===== src/rtl/core/sorted_alarm_queue_unit_macros.svh =====
// Assertion macros used by the sorted alarm queue top level.
`ifndef SORTED_ALARM_QUEUE_UNIT_MACROS_SVH
`define SORTED_ALARM_QUEUE_UNIT_MACROS_SVH

// Checks that the condition holds at every clock edge outside reset.
`define SAQ_ASSERT_ALWAYS(lbl, cond, msg) \
  lbl: assert property (@(posedge clk_i) disable iff (!rst_ni) (cond)) else $error(msg);

// Checks that the consequence holds in the cycle after the antecedent.
`define SAQ_ASSERT_NEXT(lbl, ante, cons, msg) \
  lbl: assert property (@(posedge clk_i) disable iff (!rst_ni) (ante) |=> (cons)) \
    else $error(msg);

`endif


===== src/rtl/core/saq_pkg.sv =====
// Types and constants shared by the sorted alarm queue cells and top level.
package saq_pkg;

  localparam int unsigned SaqDepth   = 16;
  localparam int unsigned SaqCntW    = $clog2(SaqDepth + 1);
  localparam int unsigned SaqWhenW   = 38;
  localparam int unsigned SaqHandleW = 16;

  typedef enum logic [1:0] {
    StOk      = 2'd0,
    StFull    = 2'd1,
    StInvalid = 2'd2,
    StEmpty   = 2'd3
  } saq_status_e;

  typedef struct packed {
    logic                  valid;
    logic [SaqWhenW-1:0]   when;
    logic [SaqHandleW-1:0] handle;
  } saq_entry_t;

  typedef struct packed {
    logic       ins;
    logic       pop;
    saq_entry_t new_entry;
  } saq_ctrl_t;

endpackage


===== src/rtl/core/sorted_alarm_queue_unit.sv =====
// Top level of the sorted alarm queue: input decode, cell chain and result register.
//
// Input channel s_axis: tuser carries the command (0 registers an alarm, 1 pops the
// head because it fired); tdata carries the alarm time and handle. Every accepted
// transaction yields exactly one result transaction on m_axis, carrying the status,
// the fired handle, the time to arm the clock alarm and the number of held alarms.
// The alarms live in a chain of slots kept in ascending time order; on an insert
// every slot compares its time with the new one in parallel and either keeps its
// entry, takes the new one or takes its neighbor's, and on a pop every slot takes
// its successor's entry. One transaction is handled per cycle while the receiver takes
// results, set by the single pass through the slot chain, and the result appears on
// m_axis in the cycle after acceptance. The result register holds its value while the
// receiver stalls, and s_axis_tready stays high while the register is empty or being
// emptied, so the input side keeps flowing unless a result is waiting. Reset empties
// all slots at once, clears the held count and drops m_axis_tvalid.
`include "sorted_alarm_queue_unit_macros.svh"

module sorted_alarm_queue_unit
  import saq_pkg::*;
(
  input  logic        clk_i,
  input  logic        rst_ni,
  input  logic        s_axis_tvalid_i,
  output logic        s_axis_tready_o,
  // Fields from bit 0: alarm_year[11:0], alarm_month[15:12], alarm_day[20:16],
  // alarm_hour[25:21], alarm_minute[31:26], alarm_second[37:32], alarm_handle[53:38].
  input  logic [55:0] s_axis_tdata_i,
  // Fields from bit 0: command[0].
  input  logic        s_axis_tuser_i,
  output logic        m_axis_tvalid_o,
  input  logic        m_axis_tready_i,
  // Fields from bit 0: fired_handle[15:0], arm_year[27:16], arm_month[31:28],
  // arm_day[36:32], arm_hour[41:37], arm_minute[47:42], arm_second[53:48],
  // entry_count[58:54].
  output logic [63:0] m_axis_tdata_o,
  // Fields from bit 0: status[1:0], fired_valid[2], arm_valid[3].
  output logic [3:0]  m_axis_tuser_o
);

  logic                  accept;
  logic                  cmd_fire;
  logic [SaqHandleW-1:0] in_handle;
  logic [SaqWhenW-1:0]   in_when;
  logic                  full;
  logic                  empty;
  saq_ctrl_t             ctrl;
  saq_entry_t            cell_q [SaqDepth];
  logic                  keep   [SaqDepth];
  logic [SaqDepth-1:0]   valid_vec;
  saq_entry_t            head_next;
  logic [SaqCntW-1:0]    count_q, count_d;
  saq_status_e           status;
  logic                  fired_valid;
  logic                  arm_valid;
  logic [SaqHandleW-1:0] fired_handle;
  logic [SaqWhenW-1:0]   arm_when;
  logic                  out_valid_q;
  logic [63:0]           out_data_q, out_data_d;
  logic [3:0]            out_user_q, out_user_d;

  assign s_axis_tready_o = !out_valid_q || m_axis_tready_i;
  assign accept          = s_axis_tvalid_i && s_axis_tready_o;
  assign cmd_fire        = s_axis_tuser_i;
  assign in_handle       = s_axis_tdata_i[53:38];
  assign in_when         = {s_axis_tdata_i[11:0], s_axis_tdata_i[15:12],
                            s_axis_tdata_i[20:16], s_axis_tdata_i[25:21],
                            s_axis_tdata_i[31:26], s_axis_tdata_i[37:32]};
  assign full            = (count_q == SaqCntW'(SaqDepth));
  assign empty           = (count_q == '0);

  always_comb begin
    ctrl.ins              = accept && !cmd_fire && (in_handle != '0) && !full;
    ctrl.pop              = accept && cmd_fire && !empty;
    ctrl.new_entry.valid  = 1'b1;
    ctrl.new_entry.when   = in_when;
    ctrl.new_entry.handle = in_handle;
  end

  for (genvar i = 0; i < SaqDepth; i++) begin : g_cell
    saq_entry_t prev_entry;
    logic       prev_keep;
    saq_entry_t succ_entry;

    if (i == 0) begin : g_head
      assign prev_entry = '0;
      assign prev_keep  = 1'b1;
    end else begin : g_body
      assign prev_entry = cell_q[i-1];
      assign prev_keep  = keep[i-1];
    end

    if (i == SaqDepth - 1) begin : g_tail
      assign succ_entry = '0;
    end else begin : g_link
      assign succ_entry = cell_q[i+1];
    end

    saq_cell u_cell (
      .clk_i       (clk_i),
      .rst_ni      (rst_ni),
      .ctrl_i      (ctrl),
      .prev_i      (prev_entry),
      .prev_keep_i (prev_keep),
      .succ_i      (succ_entry),
      .entry_o     (cell_q[i]),
      .keep_o      (keep[i])
    );

    assign valid_vec[i] = cell_q[i].valid;
  end

  always_comb begin
    head_next = cell_q[0];
    if (ctrl.ins) begin
      head_next = keep[0] ? cell_q[0] : ctrl.new_entry;
    end else if (ctrl.pop) begin
      head_next = cell_q[1];
    end
  end

  always_comb begin
    count_d = count_q;
    if (ctrl.ins) begin
      count_d = count_q + SaqCntW'(1);
    end else if (ctrl.pop) begin
      count_d = count_q - SaqCntW'(1);
    end
  end

  always_comb begin
    status = StOk;
    if (!cmd_fire) begin
      if (in_handle == '0) begin
        status = StInvalid;
      end else if (full) begin
        status = StFull;
      end
    end else if (empty) begin
      status = StEmpty;
    end
    fired_valid  = ctrl.pop;
    fired_handle = ctrl.pop ? cell_q[0].handle : '0;
    arm_valid    = (ctrl.ins || ctrl.pop) && head_next.valid;
    arm_when     = arm_valid ? head_next.when : '0;
    out_data_d   = {5'b0, 5'(count_d), arm_when[5:0], arm_when[11:6], arm_when[16:12],
                    arm_when[21:17], arm_when[25:22], arm_when[37:26], fired_handle};
    out_user_d   = {arm_valid, fired_valid, status};
  end

  always_ff @(posedge clk_i or negedge rst_ni) begin
    if (!rst_ni) begin
      count_q     <= '0;
      out_valid_q <= 1'b0;
    end else begin
      count_q <= count_d;
      if (accept) begin
        out_valid_q <= 1'b1;
      end else if (m_axis_tready_i) begin
        out_valid_q <= 1'b0;
      end
    end
  end

  always_ff @(posedge clk_i) begin
    if (accept) begin
      out_data_q <= out_data_d;
      out_user_q <= out_user_d;
    end
  end

  assign m_axis_tvalid_o = out_valid_q;
  assign m_axis_tdata_o  = out_data_q;
  assign m_axis_tuser_o  = out_user_q;

  `SAQ_ASSERT_ALWAYS(a_count_matches, ($countones(valid_vec) == count_q), "held count differs from occupied slots")
  `SAQ_ASSERT_ALWAYS(a_slots_packed, ((valid_vec & (valid_vec + SaqDepth'(1))) == '0), "occupied slots are not packed at the head")
  `SAQ_ASSERT_NEXT(a_pop_shrinks, ctrl.pop, (count_q == $past(count_q) - SaqCntW'(1)), "pop did not reduce the held count")

endmodule


===== src/rtl/core/saq_cell.sv =====
// One slot of the sorted alarm chain: keeps, takes the new entry or shifts.
module saq_cell
  import saq_pkg::*;
(
  input  logic       clk_i,
  input  logic       rst_ni,
  input  saq_ctrl_t  ctrl_i,
  input  saq_entry_t prev_i,
  input  logic       prev_keep_i,
  input  saq_entry_t succ_i,
  output saq_entry_t entry_o,
  output logic       keep_o
);

  saq_entry_t entry_q, entry_d;

  // A valid entry stays put on insert when its time is earlier than or equal to the new one.
  assign keep_o = entry_q.valid && !(ctrl_i.new_entry.when < entry_q.when);

  always_comb begin
    entry_d = entry_q;
    if (ctrl_i.ins) begin
      if (!keep_o) begin
        entry_d = prev_keep_i ? ctrl_i.new_entry : prev_i;
      end
    end else if (ctrl_i.pop) begin
      entry_d = succ_i;
    end
  end

  always_ff @(posedge clk_i or negedge rst_ni) begin
    if (!rst_ni) begin
      entry_q <= '0;
    end else begin
      entry_q <= entry_d;
    end
  end

  assign entry_o = entry_q;

endmodule


===== config.mk =====
export PLATFORM = sky130hd
export DESIGN_NAME = sorted_alarm_queue_unit
export DESIGN_NICKNAME = d
export VERILOG_FILES = /design/src/rtl/core/saq_pkg.sv /design/src/rtl/core/sorted_alarm_queue_unit.sv /design/src/rtl/core/saq_cell.sv
export VERILOG_INCLUDE_DIRS = /design/src /design/src/rtl/core
export SDC_FILE = /design/constraint.sdc
export NUM_CORES = 2
export LEC_CHECK = 0
export BUFFER_PORTS_ARGS = -buffer_cell sky130_fd_sc_hd__clkbuf_2
export CAP_MARGIN = 20
export CORE_ASPECT_RATIO = 0.7
export CORE_MARGIN = 1.5
export CORE_UTILIZATION = 30
export DETAILED_ROUTE_END_ITERATION = 8
export HOLD_SLACK_MARGIN = 0.05
export SETUP_SLACK_MARGIN = 0.02
export SYNTH_ARGS = -nofsm -noshare
export SYNTH_HDL_FRONTEND = slang
export SYNTH_SLANG_ARGS = --single-unit

===== constraint.sdc =====
create_clock -name clk_i -period 3.8 [get_ports clk_i]
set_clock_uncertainty 0.1 [all_clocks]
set_input_delay 0.57 -clock clk_i [delete_from_list [all_inputs] [get_ports clk_i]]
set_output_delay 0.57 -clock clk_i [all_outputs]
set_load 0.05 [all_outputs]

==> results.toml <==
[worst_setup_path]
r2r_end = "g_cell[14].u_cell.entry_o[52]"
worstPathArrival_ns = 4.25
path_max_fanout = 15
crit_top_cell = "buf_4"
path_cells = "inv_1 -> ha_1 -> nand4_1 -> nor4_2 -> buf_4 -> o211ai_1 -> o211ai_1 -> buf_4 -> a221oi_4 -> a21oi_4 -> buf_4 -> clkbuf_16 -> a311oi_1 -> a21o_1"
crit_path_end_kind = "register"
cp.required_ns = 4.30
r2r_cells = 14
crit_type = "reg2reg"
r2r_slack_ns = 0.05
start_kind = "register"
cp_slowest_cell = "dfrtp_1"
reg2reg_from = "g_cell[14].u_cell.entry_o[35]"
worst_path_largest_cell_delay_ns = 0.45

[floorplanning]
fp.dieW_microns = 552.5
rows = 140
ioPinCount = 131
fp.dieH_microns = 387.6
die-area_sq_um = 214100
start_util_pct = 30.34
fp.coreArea_sq_um = 209000

[final_layout]
fillers = 21110
nNetsFinal = 7879
drive_gt1_share_pct = 13.39
regArea_sq_um = 24070
multi_input_area_sq_um = 34610
fin_cells = 10077
area_growth_pct = 17.79

[min_path]
min_path_cells = 2
hold_end = "count_q[4]"
hold_class = "in2reg"
hold_start = "s_axis_tuser_i"

[flow_run]
maxCapViolations = 0

[logic_synthesis]
netlist.top_cell.by_area = "dfrtp_1"
synth_area_leaders = "dfrtp_1 35%, ha_1 12%, mux2i_1 8.2%, inv_1 4.4%, o21ai_0 3.4%"
synth_area_sq_um = 63400
synth_cells = 6953
synth_common_cells = "886 x dfrtp_1, 745 x inv_1, 594 x ha_1"
synth_top_area_share_pct = 34.97
synth_top_family_by_area = "compound AO/OA/AOI/OAI gates"
yosysWarnings = 0
async_reset_ff_share_pct = 93.36
synthSimpleGateAreaFrac_pct = 11.23
synth_ff_type = "dfrtp_1"
yosys.area_share.xor_xnor_pct = 0.04144
synth_mux_area_share_pct = 8.244
synth_edf_count = 63
synth_compound_area_share_pct = 22.69
ys_seq_area_share_pct = 37.96
synth_most_common_cell = "dfrtp_1"
ys_ff_latch = 949
synth_fa_ha_area_share_pct = 11.72
ys_types = 84
avgSynthCellArea_sq_um = 9.118

[global_route]
antenna_found_initial = 12
grt_util_all_layers_pct = 21.73
grt_max_degree = 159
grt_pass1_wl_mm = 361.2
first_global_vias = 56029
overflow = 0

[placed_design]
dp_hpwl_mm = 175.9
post-place-ws_ns = -0.6010
placed_cells = 9883
routabilityCongestion = 0.9548
port_buffers = 123

[power_and_ir_drop]
leakage_nw = 34.39
ir_drop_mv = 0.3776
power.density_nw_per_um2 = 747.6

[routing]
via_count = 57456
dr.pass1.iters = 8
drc = 0
drtAntennaViolNets = 0
route.met2.wl_mm = 95.05
detail_route.wl_per_cell_microns = 23.78
top_layer = "met5"
routed_wl_mm = 239.6
wl_met1_mm = 110.1
drt_iter0_markers = 6415
wl_met3_mm = 29.32
routed_via_density = 5.702

[timing]
worst_pin_slew_ns = 1.066
setup_ws_ns = 0.04870
finalMaxSlewViolations = 0
fmax_ghz = 0.2666
setup_viol = 0
hold_ws_ns = 0.1118
fin_crit_sh_pct = 98.72
rsz0062_at_grt = "yes"
finalCriticalPeriod_ns = 3.751
max_slew_margin_pct = 28.93
finalHoldViolCount = 0

[clock_network]
cts_sinks = 949
clk_pin_slew_ns = 0.07
h-tree-depth = 3
clk_latency_ns = 0.72
cts_tree = "built"
clock_tree.root_cell = "clkbuf_16"
cts_max_path_buffers = 3
numCtsBuffers = 94

[outcome]
outcome = "complete, no violations"
-- how the worst max path moves through the flow --
stage	from	cells past startpoint	end
3_5_place_dp	s_axis_tdata_i[20]	13	g_cell[15].u_cell.entry_o[53]
4_1_cts	g_cell[6].u_cell.entry_o[29]	13	g_cell[7].u_cell.entry_o[4]
6_report	g_cell[14].u_cell.entry_o[35]	14	g_cell[14].u_cell.entry_o[52]
3_3_place_gp	s_axis_tdata_i[20]	13	g_cell[15].u_cell.entry_o[15]
2_1_floorplan	m_axis_tready_i	10	m_axis_tdata_o[48]
5_1_grt	g_cell[0].u_cell.entry_o[27]	14	m_axis_tdata_o[35]
-- critical path: cells and delay by family (launching register included) --
| family | cells | cell delay (ns) |
|---|---|---|
| flip-flops | 1 | 0.45 |
| AND/OR/NAND/NOR | 2 | 0.48 |
| adder cells (fa/ha/maj) | 1 | 0.33 |
| AO/OA/AOI/OAI | 6 | 1.18 |
| buffers and inverters | 5 | 1.06 |
-- logic make-up (layout without fill, tap and decap cells) --
group	count (synthesis)	after routing
other cells	1	11
compound gates	2043	2043
buf+inv	1275	1620
fa+ha+maj	594	594
mux	522	522
xor+xnor	3	3
flops	949	949
simple gates	1566	1566
-- state kept, by name (all words and copies together), names as in the netlist --
name	count
count_q	5
g_cell.u_cell.entry_o	880
m_axis_tdata_o	59
m_axis_tuser_o	4
m_axis_tvalid_o	1
-- cell type report --
cell class              count  share of cell area, %
repair buffers            700                  8.840
multi-input cells        4733                  46.35
diodes                      6                0.02011
inverters                 746                  3.765
flip-flops and latches    949                  32.23
well taps                2769                  4.639
clock inverters            29                 0.4038
clock buffers             145                  3.758
-- what timing repair did --
action | CTS | global route
hold endpoints to repair | 57 | 0
cloned | 0 | 1
buffers inserted | 0 | 9
hold buffers | 3 | 0
pin swaps | 0 | 8
resized for setup | 1 | 13
endpoints found under the setup margin | 25 | 227
-- power breakdown --
group,switching [mW],internal [mW],total (mW)
Combinational,15.5,11.2,26.8
Sequential,4.49,14.7,19.2
Clock,4.51,5.38,9.89
Total,24.5,31.3,55.8
-- layer usage --
| layer | global-route usage [%] | up-vias |
|---|---|---|
| met5 | 0 | - |
| met4 | 4.845 | 4 |
| met3 | 7.413 | 303 |
| met2 | 29.92 | 2618 |
| met1 | 32.08 | 28449 |
| li1 | - | 26082 |
-- per-stage QoR --
| stage | area (sq um) | utilization [%] | TNS [ns] | total power [mW] |
|---|---|---|---|---|
| final | 74680 | 35.74 | 0 | 55.83 |
| after floorplan | 63430 | - | 0 | 34.82 |
| after CTS | 74500 | 35.65 | 0 | 55.23 |
| after global routing | 74660 | 35.73 | 0 | 59.58 |
| after global placement | 71360 | 34.15 | -185.74 | 44.29 |
| after detailed placement | 71360 | 34.15 | -200.51 | 45.23 |
-- placed cells by master, fill, tap and decap left out, drive strengths merged, types with 165 or more instances in the layout --
cell type,synthesis,layout
nor2,494,494
o21ai,488,488
ha,594,594
mux2i,521,521
clkbuf,349,269
o221ai,165,165
a21oi,414,414
inv,745,749
dfrtp,886,886
buf,180,573
nand2,484,484
Power figures use the tool's default switching activity.
